$ cat src/design/assert_macros.svh
// Assertion macros shared by the block's RTL files.
`ifndef ASSERT_MACROS_SVH
`define ASSERT_MACROS_SVH

// Same-cycle implication, clocked on clk, off while arst_n is low.
`define SWL_ASSERT_IMP(label, ante, cons) \
	label: assert property (@(posedge clk) disable iff (!arst_n) (ante) |-> (cons)) \
		else $error("swl: implication check failed");

// Next-cycle implication, clocked on clk, off while arst_n is low.
`define SWL_ASSERT_NXT(label, ante, cons) \
	label: assert property (@(posedge clk) disable iff (!arst_n) (ante) |=> (cons)) \
		else $error("swl: next-cycle check failed");

`endif

$ cat src/design/swl_pkg.sv
// Types, constants and register indexes of the wildcard longest-match block.
`timescale 1ns / 1ps

package swl_pkg;

	localparam int MAX_PATTERN_DEF = 8;
	localparam int MAX_TEXT_DEF    = 65535;

	localparam int BYTE_W    = 8;
	localparam int CHARS_W   = 64;
	localparam int LEN_W     = 4;
	localparam int POS_W     = 16;
	localparam int BEST_W    = POS_W + 1;
	localparam int CFG_IDX_W = 8;

	localparam logic [CFG_IDX_W-1:0] REG_PREFIX_CHARS  = CFG_IDX_W'(0);
	localparam logic [CFG_IDX_W-1:0] REG_PREFIX_LENGTH = CFG_IDX_W'(1);
	localparam logic [CFG_IDX_W-1:0] REG_SUFFIX_CHARS  = CFG_IDX_W'(2);
	localparam logic [CFG_IDX_W-1:0] REG_SUFFIX_LENGTH = CFG_IDX_W'(3);

	localparam logic signed [BEST_W-1:0] BEST_NONE = '1;

	// Pattern settings, lengths already clamped to the window depth.
	typedef struct packed {
		logic [CHARS_W-1:0] prefix_chars;
		logic [LEN_W-1:0]   prefix_len;
		logic [CHARS_W-1:0] suffix_chars;
		logic [LEN_W-1:0]   suffix_len;
	} cfg_t;

	// What the window stage hands to the tracker for one item.
	typedef struct packed {
		logic             pre_hit;
		logic             suf_hit;
		logic [POS_W-1:0] end_pos;
		logic [POS_W-1:0] pre_start;
		logic [POS_W-1:0] suf_start;
		logic             last;
		logic             ovf;
	} stage_t;

endpackage

$ cat src/design/swl_in_if.sv
// Text input channel: one byte and its end-of-text mark per item.
`timescale 1ns / 1ps

interface swl_in_if;
	import swl_pkg::*;

	logic              valid;
	logic              ready;
	logic [BYTE_W-1:0] text_byte;
	logic              end_of_text;

	modport source (output valid, output text_byte, output end_of_text, input ready);
	modport sink   (input valid, input text_byte, input end_of_text, output ready);
endinterface

$ cat src/design/swl_out_if.sv
// Result channel: best length so far with end and overflow flags.
`timescale 1ns / 1ps

interface swl_out_if;
	import swl_pkg::*;

	logic                     valid;
	logic                     ready;
	logic signed [BEST_W-1:0] best_length;
	logic                     text_done;
	logic                     overflow;

	modport source (output valid, output best_length, output text_done, output overflow,
		input ready);
	modport sink   (input valid, input best_length, input text_done, input overflow,
		output ready);
endinterface

$ cat src/design/swl_cfg_if.sv
// Configuration write channel: register index and write data.
`timescale 1ns / 1ps

interface swl_cfg_if;
	import swl_pkg::*;

	logic                 valid;
	logic                 ready;
	logic [CFG_IDX_W-1:0] index;
	logic [CHARS_W-1:0]   data;

	modport source (output valid, output index, output data, input ready);
	modport sink   (input valid, input index, input data, output ready);
endinterface

$ cat src/design/swl_cell.sv
// One window cell: holds a byte, passes it on, compares it with both patterns.
`timescale 1ns / 1ps

module swl_cell #(
	parameter int IDX = 0
) (
	input  logic                        clk,
	input  logic                        arst_n,
	input  logic                        en,
	input  logic                        clr,
	input  logic [swl_pkg::BYTE_W-1:0]  byte_in,
	input  swl_pkg::cfg_t               cfg,
	output logic [swl_pkg::BYTE_W-1:0]  byte_q,
	output logic                        pre_eq,
	output logic                        suf_eq
);
	import swl_pkg::*;

	localparam logic [LEN_W-1:0] AGE = LEN_W'(IDX);

	logic [LEN_W-1:0]  pre_sel;
	logic [LEN_W-1:0]  suf_sel;
	logic [BYTE_W-1:0] pre_byte;
	logic [BYTE_W-1:0] suf_byte;

	always_ff @(posedge clk or negedge arst_n) begin
		if (!arst_n) begin
			byte_q <= '0;
		end else if (en) begin
			byte_q <= clr ? '0 : byte_in;
		end
	end

	// age a meets pattern byte (len - 1 - a); ages at or past len always agree
	always_comb begin
		pre_sel  = cfg.prefix_len - AGE - LEN_W'(1);
		suf_sel  = cfg.suffix_len - AGE - LEN_W'(1);
		pre_byte = cfg.prefix_chars[{pre_sel[2:0], 3'b000} +: BYTE_W];
		suf_byte = cfg.suffix_chars[{suf_sel[2:0], 3'b000} +: BYTE_W];
		pre_eq   = (AGE >= cfg.prefix_len) || (byte_q == pre_byte);
		suf_eq   = (AGE >= cfg.suffix_len) || (byte_q == suf_byte);
	end

endmodule

$ cat src/design/swl_window.sv
// Byte window as a chain of cells plus the position count and the overflow flag.
`timescale 1ns / 1ps
`include "assert_macros.svh"

module swl_window #(
	parameter int MAX_PATTERN = swl_pkg::MAX_PATTERN_DEF,
	parameter int MAX_TEXT    = swl_pkg::MAX_TEXT_DEF
) (
	input  logic                       clk,
	input  logic                       arst_n,
	input  logic                       en,
	input  logic [swl_pkg::BYTE_W-1:0] text_byte,
	input  logic                       last_in,
	input  swl_pkg::cfg_t              cfg,
	output swl_pkg::stage_t            stage
);
	import swl_pkg::*;

	localparam logic [POS_W-1:0] POS_LIMIT = POS_W'(MAX_TEXT);

	logic [BYTE_W-1:0]      chain [MAX_PATTERN];
	logic [MAX_PATTERN-1:0] pre_eq;
	logic [MAX_PATTERN-1:0] suf_eq;

	logic [POS_W-1:0] pos_q;
	logic             ovf_q;
	logic             clr_q;
	logic             pre_ok_s1;
	logic             suf_ok_s1;
	logic [POS_W-1:0] pre_start_s1;
	logic [POS_W-1:0] suf_start_s1;

	logic [POS_W-1:0] base_pos;
	logic             at_lim;
	logic             ovf_n;
	logic [POS_W-1:0] end_n;
	logic [POS_W-1:0] plen_w;
	logic [POS_W-1:0] slen_w;

	// clearing after the last byte is deferred to the next accepted byte,
	// so the tracker still sees the last window while it is busy with it
	for (genvar a = 0; a < MAX_PATTERN; a++) begin : g_cell
		if (a == 0) begin : g_head
			swl_cell #(.IDX(a)) u_cell (
				.clk     (clk),
				.arst_n  (arst_n),
				.en      (en),
				.clr     (1'b0),
				.byte_in (text_byte),
				.cfg     (cfg),
				.byte_q  (chain[a]),
				.pre_eq  (pre_eq[a]),
				.suf_eq  (suf_eq[a])
			);
		end else begin : g_body
			swl_cell #(.IDX(a)) u_cell (
				.clk     (clk),
				.arst_n  (arst_n),
				.en      (en),
				.clr     (clr_q),
				.byte_in (chain[a-1]),
				.cfg     (cfg),
				.byte_q  (chain[a]),
				.pre_eq  (pre_eq[a]),
				.suf_eq  (suf_eq[a])
			);
		end
	end

	always_comb begin
		base_pos = clr_q ? '0 : pos_q;
		at_lim   = base_pos >= POS_LIMIT;
		ovf_n    = (ovf_q && !clr_q) || at_lim;
		end_n    = at_lim ? POS_LIMIT : base_pos + POS_W'(1);
		plen_w   = POS_W'(cfg.prefix_len);
		slen_w   = POS_W'(cfg.suffix_len);
	end

	always_ff @(posedge clk or negedge arst_n) begin
		if (!arst_n) begin
			pos_q <= '0;
			ovf_q <= 1'b0;
			clr_q <= 1'b0;
		end else if (en) begin
			pos_q <= end_n;
			ovf_q <= ovf_n;
			clr_q <= last_in;
		end
	end

	always_ff @(posedge clk) begin
		if (en) begin
			pre_ok_s1    <= ovf_n || (end_n >= plen_w);
			suf_ok_s1    <= ovf_n || (end_n >= slen_w);
			pre_start_s1 <= (end_n >= plen_w) ? end_n - plen_w : '0;
			suf_start_s1 <= (end_n >= slen_w) ? end_n - slen_w : '0;
		end
	end

	always_comb begin
		stage.pre_hit   = (&pre_eq) && pre_ok_s1;
		stage.suf_hit   = (&suf_eq) && suf_ok_s1;
		stage.end_pos   = pos_q;
		stage.pre_start = pre_start_s1;
		stage.suf_start = suf_start_s1;
		stage.last      = clr_q;
		stage.ovf       = ovf_q;
	end

	`SWL_ASSERT_IMP(a_pos_in_range, 1'b1, pos_q <= POS_LIMIT)
	`SWL_ASSERT_IMP(a_ovf_saturates, ovf_q, pos_q == POS_LIMIT)
	`SWL_ASSERT_NXT(a_fresh_text, en && clr_q, pos_q == POS_W'(1) && !ovf_q)

endmodule

$ cat src/design/swl_tracker.sv
// Prefix tracking and best-length update, with the result register.
`timescale 1ns / 1ps
`include "assert_macros.svh"

module swl_tracker (
	input  logic                              clk,
	input  logic                              arst_n,
	input  logic                              en,
	input  swl_pkg::stage_t                   stage,
	input  swl_pkg::cfg_t                     cfg,
	output logic signed [swl_pkg::BEST_W-1:0] best_length_s2,
	output logic                              text_done_s2,
	output logic                              overflow_s2
);
	import swl_pkg::*;

	logic                     found_q;
	logic [POS_W-1:0]         start_q;
	logic signed [BEST_W-1:0] best_q;

	logic                     found_n;
	logic [POS_W-1:0]         start_n;
	logic [BEST_W-1:0]        pre_end;
	logic [POS_W-1:0]         span;
	logic signed [BEST_W-1:0] span_s;
	logic                     take;
	logic signed [BEST_W-1:0] best_n;

	// the earliest prefix wins; an empty prefix sits at the start of text
	always_comb begin
		found_n = found_q || (cfg.prefix_len == '0) || stage.pre_hit;
		if (found_q) begin
			start_n = start_q;
		end else if (cfg.prefix_len == '0) begin
			start_n = '0;
		end else if (stage.pre_hit) begin
			start_n = stage.pre_start;
		end else begin
			start_n = start_q;
		end
		pre_end = {1'b0, start_n} + BEST_W'(cfg.prefix_len);
		span    = stage.end_pos - start_n;
		span_s  = $signed({1'b0, span});
		take    = found_n && stage.suf_hit && ({1'b0, stage.suf_start} >= pre_end)
			&& (span_s > best_q);
		best_n  = take ? span_s : best_q;
	end

	always_ff @(posedge clk or negedge arst_n) begin
		if (!arst_n) begin
			found_q <= 1'b0;
			start_q <= '0;
			best_q  <= BEST_NONE;
		end else if (en) begin
			if (stage.last) begin
				found_q <= 1'b0;
				start_q <= '0;
				best_q  <= BEST_NONE;
			end else begin
				found_q <= found_n;
				start_q <= start_n;
				best_q  <= best_n;
			end
		end
	end

	always_ff @(posedge clk) begin
		if (en) begin
			best_length_s2 <= best_n;
			text_done_s2   <= stage.last;
			overflow_s2    <= stage.ovf;
		end
	end

	`SWL_ASSERT_IMP(a_best_floor, 1'b1, best_q >= BEST_NONE)
	`SWL_ASSERT_IMP(a_best_needs_prefix, best_q != BEST_NONE, found_q)
	`SWL_ASSERT_NXT(a_text_clears, en && stage.last, best_q == BEST_NONE && !found_q)

endmodule

$ cat src/design/single_wildcard_longest_match.sv
// Path: a taken byte is held in the window, then the tracker's result register holds its
// result; an output stall can keep the byte in the window in between.
// Throughput: one byte per cycle unless the output is held.
// Backpressure stalls both stages; an empty stage one takes input while a result waits.
// Reset (arst_n low, asynchronous): window zeroed, position and flags cleared, best -1,
// pattern registers zero. No clearing pass; the block takes bytes from the first cycle.
`timescale 1ns / 1ps
`include "assert_macros.svh"

module single_wildcard_longest_match #(
	parameter int MAX_PATTERN = swl_pkg::MAX_PATTERN_DEF,
	parameter int MAX_TEXT    = swl_pkg::MAX_TEXT_DEF
) (
	input  logic        clk,
	input  logic        arst_n,
	swl_in_if.sink      text_in,
	swl_out_if.source   result,
	swl_cfg_if.sink     cfg
);
	import swl_pkg::*;

	localparam logic [LEN_W-1:0] LEN_CAP = LEN_W'(MAX_PATTERN);

	// pattern registers, as written
	logic [CHARS_W-1:0] prefix_chars_q;
	logic [LEN_W-1:0]   prefix_len_q;
	logic [CHARS_W-1:0] suffix_chars_q;
	logic [LEN_W-1:0]   suffix_len_q;

	cfg_t   pat;
	stage_t stage;

	// handshake
	logic s1_valid_q;
	logic out_valid_q;
	logic advance;
	logic in_acc;
	logic trk_en;

	logic signed [BEST_W-1:0] best_length_s2;
	logic                     text_done_s2;
	logic                     overflow_s2;

	// ---------------------------------------------------------------
	// Configuration: always ready, lengths keep their low four bits.
	// Writes to indexes past the list are dropped.
	// ---------------------------------------------------------------
	assign cfg.ready = 1'b1;

	always_ff @(posedge clk or negedge arst_n) begin
		if (!arst_n) begin
			prefix_chars_q <= '0;
			prefix_len_q   <= '0;
			suffix_chars_q <= '0;
			suffix_len_q   <= '0;
		end else if (cfg.valid && cfg.ready) begin
			case (cfg.index)
				REG_PREFIX_CHARS:  prefix_chars_q <= cfg.data;
				REG_PREFIX_LENGTH: prefix_len_q   <= cfg.data[LEN_W-1:0];
				REG_SUFFIX_CHARS:  suffix_chars_q <= cfg.data;
				REG_SUFFIX_LENGTH: suffix_len_q   <= cfg.data[LEN_W-1:0];
				default: begin
				end
			endcase
		end
	end

	// lengths above the window depth act as the full depth
	always_comb begin
		pat.prefix_chars = prefix_chars_q;
		pat.prefix_len   = (prefix_len_q > LEN_CAP) ? LEN_CAP : prefix_len_q;
		pat.suffix_chars = suffix_chars_q;
		pat.suffix_len   = (suffix_len_q > LEN_CAP) ? LEN_CAP : suffix_len_q;
	end

	// ---------------------------------------------------------------
	// Two-stage pipe. Stage one is the window itself: its cells hold the
	// item's bytes while the tracker works on them, so it only moves on
	// when the tracker takes the item. The result register parts the
	// tracker from the output side.
	// ---------------------------------------------------------------
	assign advance       = !out_valid_q || result.ready;
	assign text_in.ready = !s1_valid_q || advance;
	assign in_acc        = text_in.valid && text_in.ready;
	assign trk_en        = s1_valid_q && advance;

	always_ff @(posedge clk or negedge arst_n) begin
		if (!arst_n) begin
			s1_valid_q  <= 1'b0;
			out_valid_q <= 1'b0;
		end else begin
			if (in_acc) begin
				s1_valid_q <= 1'b1;
			end else if (advance) begin
				s1_valid_q <= 1'b0;
			end
			if (trk_en) begin
				out_valid_q <= 1'b1;
			end else if (result.ready) begin
				out_valid_q <= 1'b0;
			end
		end
	end

	swl_window #(
		.MAX_PATTERN (MAX_PATTERN),
		.MAX_TEXT    (MAX_TEXT)
	) u_window (
		.clk       (clk),
		.arst_n    (arst_n),
		.en        (in_acc),
		.text_byte (text_in.text_byte),
		.last_in   (text_in.end_of_text),
		.cfg       (pat),
		.stage     (stage)
	);

	swl_tracker u_tracker (
		.clk            (clk),
		.arst_n         (arst_n),
		.en             (trk_en),
		.stage          (stage),
		.cfg            (pat),
		.best_length_s2 (best_length_s2),
		.text_done_s2   (text_done_s2),
		.overflow_s2    (overflow_s2)
	);

	assign result.valid       = out_valid_q;
	assign result.best_length = best_length_s2;
	assign result.text_done   = text_done_s2;
	assign result.overflow    = overflow_s2;

	// input stalls only with both stages full and the output held
	`SWL_ASSERT_IMP(a_stall_cause, !text_in.ready, s1_valid_q && out_valid_q && !result.ready)
	`SWL_ASSERT_NXT(a_item_lands, in_acc, s1_valid_q)
	`SWL_ASSERT_NXT(a_result_lands, trk_en, out_valid_q)

endmodule
$ cat src/flat_wrapper.sv
// flat-port wrapper written by rule: the top's interface ports become plain ports
module single_wildcard_longest_match_flat import swl_pkg::*;
#(
	parameter int MAX_PATTERN = swl_pkg::MAX_PATTERN_DEF,
	parameter int MAX_TEXT    = swl_pkg::MAX_TEXT_DEF
)
  (clk, arst_n, text_in_valid, text_in_text_byte, text_in_end_of_text, text_in_ready, result_valid, result_best_length, result_text_done, result_overflow, result_ready, cfg_valid, cfg_index, cfg_data, cfg_ready);
  swl_in_if text_in_i ();
  swl_out_if result_i ();
  swl_cfg_if cfg_i ();
  input  logic clk;
  input  logic arst_n;
  input wire logic [$bits(text_in_i.valid)-1:0] text_in_valid;
  input wire logic [$bits(text_in_i.text_byte)-1:0] text_in_text_byte;
  input wire logic [$bits(text_in_i.end_of_text)-1:0] text_in_end_of_text;
  output wire logic [$bits(text_in_i.ready)-1:0] text_in_ready;
  output wire logic [$bits(result_i.valid)-1:0] result_valid;
  output wire logic [$bits(result_i.best_length)-1:0] result_best_length;
  output wire logic [$bits(result_i.text_done)-1:0] result_text_done;
  output wire logic [$bits(result_i.overflow)-1:0] result_overflow;
  input wire logic [$bits(result_i.ready)-1:0] result_ready;
  input wire logic [$bits(cfg_i.valid)-1:0] cfg_valid;
  input wire logic [$bits(cfg_i.index)-1:0] cfg_index;
  input wire logic [$bits(cfg_i.data)-1:0] cfg_data;
  output wire logic [$bits(cfg_i.ready)-1:0] cfg_ready;
  assign text_in_i.valid = text_in_valid;
  assign text_in_i.text_byte = text_in_text_byte;
  assign text_in_i.end_of_text = text_in_end_of_text;
  assign text_in_ready = text_in_i.ready;
  assign result_valid = result_i.valid;
  assign result_best_length = result_i.best_length;
  assign result_text_done = result_i.text_done;
  assign result_overflow = result_i.overflow;
  assign result_i.ready = result_ready;
  assign cfg_i.valid = cfg_valid;
  assign cfg_i.index = cfg_index;
  assign cfg_i.data = cfg_data;
  assign cfg_ready = cfg_i.ready;
  single_wildcard_longest_match #(.MAX_PATTERN(MAX_PATTERN), .MAX_TEXT(MAX_TEXT)) u_core (.clk(clk), .arst_n(arst_n), .text_in(text_in_i), .result(result_i), .cfg(cfg_i));
endmodule
$ cat config.mk
export PLATFORM = sky130hd
export DESIGN_NAME = single_wildcard_longest_match_flat
export DESIGN_NICKNAME = d
export VERILOG_FILES = /design/src/design/swl_pkg.sv /design/src/design/swl_in_if.sv /design/src/design/swl_out_if.sv /design/src/design/swl_cfg_if.sv /design/src/design/swl_cell.sv /design/src/design/swl_window.sv /design/src/design/swl_tracker.sv /design/src/design/single_wildcard_longest_match.sv /design/src/flat_wrapper.sv
export VERILOG_INCLUDE_DIRS = /design/src /design/src/design
export SDC_FILE = /design/constraint.sdc
export NUM_CORES = 1
export LEC_CHECK = 0
export BUFFER_PORTS_ARGS = -buffer_cell sky130_fd_sc_hd__buf_4
export CAP_MARGIN = 10
export CORE_ASPECT_RATIO = 1.25
export CORE_UTILIZATION = 30
export DETAILED_ROUTE_END_ITERATION = 12
export PLACE_DENSITY = 0.57
export SLEW_MARGIN = 20
export SYNTH_ARGS = -nofsm -noshare
export SYNTH_HDL_FRONTEND = slang
export SYNTH_SLANG_ARGS = --single-unit
$ cat constraint.sdc
create_clock -name clk -period 27.9 [get_ports clk]
set_clock_uncertainty 0.05 [all_clocks]
set_input_delay 1.395 -clock clk [delete_from_list [all_inputs] [get_ports clk]]
set_output_delay 1.395 -clock clk [all_outputs]
set_load 0.02 [all_outputs]
Yosys cells after proc, flatten, opt, wreduce, memory -nomap -nowiden
Index checks and enable logic that the tools add are counted.
{ "classes": {"n_shift": 16, "muxes": 22, "n_reduce_logical": 44, "div": 0, "addsub": 33, "bitwise_logic": 0, "n_mul": 0, "n_eq_ne": 19, "n_lt_le_gt_ge": 23} }
{ "ops": {"columns": ["operator", "count"], "rows": [
  ["$shiftx 64x7->8", 16],
  ["$eq 8x8->1", 16],
  ["$mux 16", 6],
  ["$mux 8", 7],
  ["$sub 3x1->3 const B", 16],
  ["$mux 17", 2],
  ["$ge 16x4->1", 2],
  ["$ge 3x4->1 const A", 8],
  ["$sub 16x4->16", 2],
  ["$sub 3x3->3 const B", 8],
  ["$logic_or 1x1->1", 23],
  ["$add 16x4->17", 1],
  ["$ge 16x17->1", 1],
  ["$gt 17x17->1", 1],
  ["$add 16x1->16 const B", 1],
  ["$eq 8x2->1 const B", 2],
  ["$ge 1x4->1 const A", 4],
  ["$ge 16x16->1 const B", 1],
  ["$ge 2x4->1 const A", 4],
  ["$reduce_and 8->1", 2],
  ["$sub 16x16->16", 1],
  ["$sub 3x2->3 const B", 4],
  ["$eq 8x1->1 const B", 1],
  ["$gt 4x4->1 const B", 2],
  ["other kinds (8)", 26]
]} }
{ "totals": {"latch_bits": 0, "mem_count": 0, "rom_bits": 0, "word_cells": 184, "inputBits": 86, "output_inout_bits": 22, "reg_bits": 307, "mem_bits_rw": 0} }

Longest topological paths before layout
{ "logic_depth": {"ltp_word": 18, "mapped_depth": 47, "mapped_depth_nobuf": 39} }

Cells and area by module
From an unflattened synthesis, not the netlist that was laid out.
{ "hier_totals": {"cells_unflattened": 2254, "area_unflattened_um2": 26848.2} }
{ "modules_own_cells": {"columns": ["module", "n_inst", "cells_per_inst", "area_each_um2", "seq_area_each_um2"], "rows": [
  ["single_wildcard_longest_match", 1, 310, 5809.3, 3453.3],
  ["swl_tracker", 1, 492, 4436.8, 1442.6],
  ["swl_window", 1, 347, 3349.5, 1471.4],
  ["swl_cell at u_core.u_window.g_cell[2].g_body.u_cell", 1, 141, 1764.2, 200.2],
  ["swl_cell at u_core.u_window.g_cell[6].g_body.u_cell", 1, 133, 1744.2, 200.2],
  ["swl_cell at u_core.u_window.g_cell[4].g_body.u_cell", 1, 131, 1687.9, 200.2],
  ["swl_cell at u_core.u_window.g_cell[0].g_head.u_cell", 1, 133, 1651.6, 200.2],
  ["swl_cell at u_core.u_window.g_cell[1].g_body.u_cell", 1, 142, 1630.3, 200.2],
  ["swl_cell at u_core.u_window.g_cell[3].g_body.u_cell", 1, 152, 1619.1, 200.2],
  ["swl_cell at u_core.u_window.g_cell[7].g_body.u_cell", 1, 130, 1580.3, 200.2],
  ["swl_cell at u_core.u_window.g_cell[5].g_body.u_cell", 1, 143, 1575.3, 200.2]
]} }

Worst setup path after synthesis
No wires, ideal clock.
{ "synth_timing": {"kind": "register to register", "from": "register u_core.prefix_len_q[3]", "to": "register u_core.u_tracker.best_length_s2[14] in the netlist's numbering (data pin)", "path_stages_with_launch": 43, "period_less_slack_ps": 8743, "arrival_ps": 8427, "path_buffers": 7, "t_required_ps": 27584, "setup_slack_ps": 19157, "setup_ps": 266, "cell_sequence": "dfrtp_1 > buf_6 > nand2b_2 > buf_2 > buf_2 > buf_2 > ha_1 > inv_1 > buf_1 > mux4_2 > mux2i_1 > xnor2_1 > nor4_1 > a22oi_1 > a2111oi_4 > a41oi_4 > buf_2 > a22o_1 > (+7 left out) > o21ai_0 > a21oi_1 > o21ai_0 > nand2b_1 > a31oi_1 > o21bai_1 > a21oi_1 > xor2_1 > inv_1 > ha_1 > nand3_1 > o21ai_0 > o31ai_1 > a2111oi_0 > o2111ai_1 > a41oi_4 > buf_2 > mux2i_1"} }
{ "synth_between": {"elab_chain_cells": 17, "word_cells_on_any_way": 64, "classes_between": "add/sub: 16; order compare: 11; eq/ne: 8; shift: 8; mux: 5; reduce/logical: 16"} }
{ "synth_lines": {"columns": ["element", "line", "text"], "rows": [
  ["start, declared", "single_wildcard_longest_match.sv:26", "logic [LEN_W-1:0] prefix_len_q;"],
  ["start signal, assigned", "single_wildcard_longest_match.sv:59", "REG_PREFIX_LENGTH: prefix_len_q <= cfg.data[LEN_W-1:0];"],
  ["$gt 4x4->1", "single_wildcard_longest_match.sv:71", "pat.prefix_len = (prefix_len_q > LEN_CAP) ? LEN_CAP : prefix_len_q;"],
  ["$mux 4 (*)", "single_wildcard_longest_match.sv:71", null],
  ["$sub 3x1->3, or another cell as far along", "swl_cell.sv:36", "pre_sel = cfg.prefix_len - AGE - LEN_W'(1);"],
  ["$sub 3x1->3", "swl_cell.sv:36", null],
  ["$shiftx 64x7->8", "swl_cell.sv:38", "pre_byte = cfg.prefix_chars[{pre_sel[2:0], 3'b000} +: BYTE_W];"],
  ["$eq 8x8->1", "swl_cell.sv:40", "pre_eq = (AGE >= cfg.prefix_len) || (byte_q == pre_byte);"],
  ["$logic_or 1x1->1", "swl_cell.sv:40", null],
  ["$reduce_and 8->1", "swl_window.sv:101", "stage.pre_hit = (&pre_eq) && pre_ok_s1;"],
  ["(+2 left out)", null, null],
  ["$mux 16", "swl_tracker.sv:34", "end else if (cfg.prefix_len == '0) begin"],
  ["$mux 16", "swl_tracker.sv:32", "if (found_q) begin"],
  ["$add 16x4->17", "swl_tracker.sv:41", "pre_end = {1'b0, start_n} + BEST_W'(cfg.prefix_len);"],
  ["$ge 16x17->1", "swl_tracker.sv:44", "take = found_n && stage.suf_hit && ({1'b0, stage.suf_start} >= pre_end)"],
  ["$logic_and 1x1->1", "swl_tracker.sv:44", null],
  ["$logic_and 1x1->1", "swl_tracker.sv:45", "&& (span_s > best_q);"],
  ["$mux 17 (*)", "swl_tracker.sv:46", "best_n = take ? span_s : best_q;"],
  ["net u_core.u_tracker.best_n[14]", "swl_tracker.sv:27", "logic signed [BEST_W-1:0] best_n;"],
  ["end signal, assigned", "swl_tracker.sv:69", "best_length_s2 <= best_n;"],
  ["end, declared", "swl_tracker.sv:11", "output logic signed [swl_pkg::BEST_W-1:0] best_length_s2,"]
]} }
The timed path passes the listed nets; every way through them passes the cells marked *.
A chain may end at the register's enable or synchronous reset.

Worst setup path in the final report
{ "layout_timing": {"from": "register u_core.prefix_len_q[3]", "to": "register u_core.u_tracker.best_q[3]"} }
{ "layout_between": {"elab_chain_cells": 18, "word_cells_on_any_way": 65, "classes_between": "add/sub: 16; order compare: 11; eq/ne: 8; shift: 8; mux: 6; reduce/logical: 16"} }
{ "layout_lines": {"columns": ["element", "line", "text"], "rows": [
  ["$gt 4x4->1", "single_wildcard_longest_match.sv:71", null],
  ["$mux 4 (*)", "single_wildcard_longest_match.sv:71", null],
  ["$sub 3x1->3, or another cell as far along", "swl_cell.sv:36", null],
  ["$sub 3x1->3", "swl_cell.sv:36", null],
  ["$shiftx 64x7->8", "swl_cell.sv:38", null],
  ["$eq 8x8->1", "swl_cell.sv:40", null],
  ["$logic_or 1x1->1", "swl_cell.sv:40", null],
  ["$reduce_and 8->1", "swl_window.sv:101", null],
  ["(+2 left out)", null, null],
  ["$mux 16", "swl_tracker.sv:34", null],
  ["$mux 16", "swl_tracker.sv:32", null],
  ["$add 16x4->17", "swl_tracker.sv:41", null],
  ["$ge 16x17->1", "swl_tracker.sv:44", null],
  ["$logic_and 1x1->1", "swl_tracker.sv:44", null],
  ["$logic_and 1x1->1", "swl_tracker.sv:45", null],
  ["$mux 17 (*)", "swl_tracker.sv:46", null],
  ["$mux 17 (*)", "swl_tracker.sv:55", "if (stage.last) begin"],
  ["end signal, assigned", "swl_tracker.sv:62", "best_q <= best_n;"],
  ["end, declared", "swl_tracker.sv:19", "logic signed [BEST_W-1:0] best_q;"]
]} }
Every way passes the cells marked *; elsewhere a longest branch is shown, timed or not.

==> impl_summary.log <==
[metrics] run status: finished clean
[metrics] Crit path arrival time: 11.46 ns
[metrics] clock tree from TritonCTS: done
[metrics] synth top area cells: dfrtp_1 26%, mux4_2 9.0%, mux2i_1 8.6%
[metrics] shortest period the worst path allows: 11.03 ns
[metrics] share of the synthesized area in the top cell type: about a quarter
[metrics] detailed router's first-iteration violation count: around 1,400
[metrics] net switching share of the total power: between 30% and 40%
[metrics] starting density of the core: between 30% and 40%
[metrics] critical setup path kind: reg -> reg
[metrics] worst-skew pair later-pin latency: between 0.5 and 0.6 ns
[metrics] critical path capture point type: register
[metrics] core region area: around 0.074 sq mm
[metrics] Post-CTS Hold Buffers: 0
[metrics] post-synthesis sequential element count: 307
[metrics] cell area after layout: around 0.025 sq mm
[metrics] Power Dens Cells: between 60 and 70 mW/mm^2
[metrics] Highest Clock Rate: around 90 MHz
[metrics] worst relative slew slack: 26.75%
[metrics] RSZ-0062 raised after global routing: no
[metrics] x dimension of the die: approximately 250 um
[metrics] Async S/R FF share, synth: between 80% and 90%
[metrics] Slowest Stage Delay on Critical Path: ~1.0 ns
[metrics] most numerous cell in the Yosys netlist: nand2_1
[metrics] postcts setup bufs: 0
[metrics] Mapped Nets: 2,308
[metrics] Avg Vias per Cell: roughly 5.6
[metrics] Die Y-Extent: 307.4 um
[metrics] DRC violations left: 0
[metrics] Post-synth EDFFs: 53
[metrics] sequential cell fraction of total power: a little over a third
[metrics] final-layout setup total negative slack: 0 ns
[metrics] cell area reported after detailed placement: roughly 0.024 sq mm
[metrics] Critical Path RT: between 20 and 30 ns
[metrics] share of the yosys chip area belonging to registers: about 36%
[metrics] fraction of final layout cells with drive strength greater than 1: roughly 22%
[metrics] Net count, final: approximately 2,300
[metrics] floorplan die area: 0.07571 sq mm
[metrics] most used flip-flop cell after synthesis: dfrtp_1
[metrics] Layout fillers: around 7,500
[metrics] number of routed nets with antenna violations: 0
[metrics] YS warnings: 0
[metrics] mean routed wirelength per cell: 25.22 um
[metrics] CP max FO: 54
[metrics] number of antenna violations at the first check in global routing: 4
[metrics] Synth cell types: between 80 and 90
[metrics] IO Pins: roughly 110
[metrics] cell internal pwr: about 1.1 mW
[metrics] number of port buffers: about 110
[metrics] share of the clock period used by the worst path after layout: between 30% and 40%
[metrics] maximum clock path buffer count: 3
[metrics] peak supply drop: roughly 0.058 mV
[metrics] combinational share of power: 34.6%
[metrics] synthesis-to-layout area growth: 12.86%
[metrics] Sinks on Clock Net: ~310
[metrics] number of global-route vias before repair: approximately 18,000
[metrics] routed vias: 17,870
[metrics] share of power burned in the clock network: between 20% and 30%
[metrics] worst-case hold slack: between 0.4 and 0.5 ns
[metrics] DRT Wirelength: approximately 80,000 um
[metrics] count of mapped cells out of synthesis: roughly 2,100
[metrics] Detailed Place HPWL: 61,120 um
[metrics] CP Launch Type: register
[metrics] top cells by count, synth: 255 x nand2_1, 237 x dfrtp_1, 192 x mux2i_1
[metrics] buffer type at the clock tree root: clkbuf_16
[metrics] transition time of the tightest slew-check pin: ~1.1 ns
[metrics] Final Setup Violations: 0
[metrics] number of buffers inserted during clock tree synthesis: 38
[metrics] static leakage: 10.49 nW
[metrics] class of the tightest hold or removal check: reg -> reg
[metrics] post-cts sizing count: 0
[metrics] first-pass GRT wire length: ~120,000 um
[metrics] Clock transition at path regs: 0.06 ns
[metrics] deepest level of the CTS H-tree: 2
[metrics] number of maximum-capacitance violations: 0
[metrics] post-synthesis instance area: between 0.02 and 0.025 sq mm
[metrics] final estimated routing congestion in global placement: roughly 0.98
[metrics] average footprint of a synthesized cell: 10.41 sq um
[metrics] Initial DRT Pass Iterations: 5
[metrics] Synth area leader: dfrtp_1
[metrics] Max stage delay cell, worst path: ha_1
[metrics] floorplan row count: 111
[metrics] final hold violation count: 0
[metrics] final max-slew violation count: 0
[metrics] total gr overflow: 0
[metrics] GRT Util Overall: a little over a fifth
[metrics] NetSw: ~0.62 mW
[metrics] cell mode on critical path: o21ai_0
[metrics] largest net degree at the start of global routing: 76
[final cells by class]
class / instances / area (sq um) / area share [%]
Multi-Input combinational cell: 1636 / 13550 / 53.65
Sequential cell: 307 / 7974 / 31.57
Tap cell: 960 / 1201 / 4.755
Clock buffer: 51 / 1081 / 4.280
Timing Repair Buffer: 139 / 1055 / 4.176
Inverter: 65 / 249.0 / 0.9857
Clock inverter: 18 / 141.4 / 0.5597
Antenna cell: 3 / 7.507 / 0.02972
[through the flow]
step	power, mW	instances	setup WS, ns	util [%]
after floorplan	0.9918	2149	19.16	-
final	1.678	3179	16.87	34.32
after global placement	1.176	3107	17.17	32.64
after CTS	1.686	3176	16.97	34.30
after global routing	1.766	3179	15.97	34.32
after detailed placement	1.189	3107	17.04	32.64
[cell families after synthesis]
| group | Yosys count | synth area share [%] |
|---|---|---|
| AOI/OAI and AO/OA | 355 | 10.85 |
| xor gates and xnor gates | 198 | 7.832 |
| adders and majority gates | 73 | 4.182 |
| buffers and inverters | 206 | 4.019 |
| DFF | 307 | 35.60 |
| muxes | 427 | 24.94 |
| other | 1 | 0.01675 |
| and+or+nand+nor | 582 | 12.56 |
[sequential cells by signal, indices dropped and copies added (netlist names), 8 cells and up]
name,cells
u_core.u_window.g_cell.g_body.u_cell.byte_q,56
u_core.u_window.suf_start_s1,16
u_core.u_tracker.best_q,17
u_core.u_window.pre_start_s1,16
u_core.suffix_chars_q,64
u_core.prefix_chars_q,64
u_core.u_window.g_cell.g_head.u_cell.byte_q,8
u_core.u_window.pos_q,16
u_core.u_tracker.start_q,16
u_core.u_tracker.best_length_s2,17
[final timing paths]
| kind | startpoint | to | slack [ns] | cells past startpoint |
|---|---|---|---|---|
| max | u_core.prefix_len_q[3] | u_core.u_tracker.best_q[3] | 16.87 | 40 |
| max in group asynchronous | arst_n | u_core.prefix_chars_q[22] | 25.06 | 3 |
| min | u_core.u_tracker.start_q[12] | u_core.u_tracker.start_q[12] | 0.44 | 2 |
| min reg2reg | u_core.u_tracker.start_q[12] | u_core.u_tracker.start_q[12] | 0.44 | 2 |
| min in group asynchronous | arst_n | u_core.result.valid | 0.72 | 1 |
| max reg2reg | u_core.prefix_len_q[3] | u_core.u_tracker.best_q[3] | 16.87 | 40 |
[routing by layer]
layer  vias to the layer above  share of wire, %  track usage, %
met3                       165               5.7           2.789
met2                       697                49           35.80
met4                         0               5.7           11.24
li1                       7942                 -               -
met5                         -                 0               0
met1                      9067                40           26.21
[worst max-delay path, delay by kind of cell, from the launching register on]
| kind | cells | cell delay (ns) |
|---|---|---|
| AOI/OAI and AO/OA | 21 | 4.89 |
| adders and majority gates | 4 | 1.74 |
| and+or+nand+nor | 7 | 1.68 |
| buffers and inverters | 5 | 1.35 |
| muxes | 1 | 0.41 |
| xor gates and xnor gates | 2 | 0.36 |
| DFF | 1 | 0.35 |
[cell usage in the layout, fill, tap and decap left out, drive strengths merged, types with 10 or more instances in the layout]
cell      n
and3     11
a21o     15
dfrtp   237
clkinv   13
o21a     12
nand4    25
mux4     89
nor3b    10
nor2    105
clkbuf   51
nand3    32
a22o     10
a221oi   11
a21oi    40
o21ai   125
a22oi    24
dfstp    17
edfxtp   53
xnor2   124
nor2b    30
inv      66
ha       70
nand2   255
mux2    145
nor4     20
nor3     38
mux2i   193
xor2     74
o22ai    21
buf     139
a31oi    10
nand2b   18
[power groups by stage]
stage / Combinational, mW / Sequential, mW / Clock, mW
after floorplan: 0.400 / 0.592 / 0
after global placement: 0.565 / 0.611 / 0
after detailed placement: 0.576 / 0.613 / 0
after CTS: 0.579 / 0.606 / 0.502
after global routing: 0.637 / 0.613 / 0.516
final: 0.581 / 0.607 / 0.489
Power figures use the tool's default switching activity.
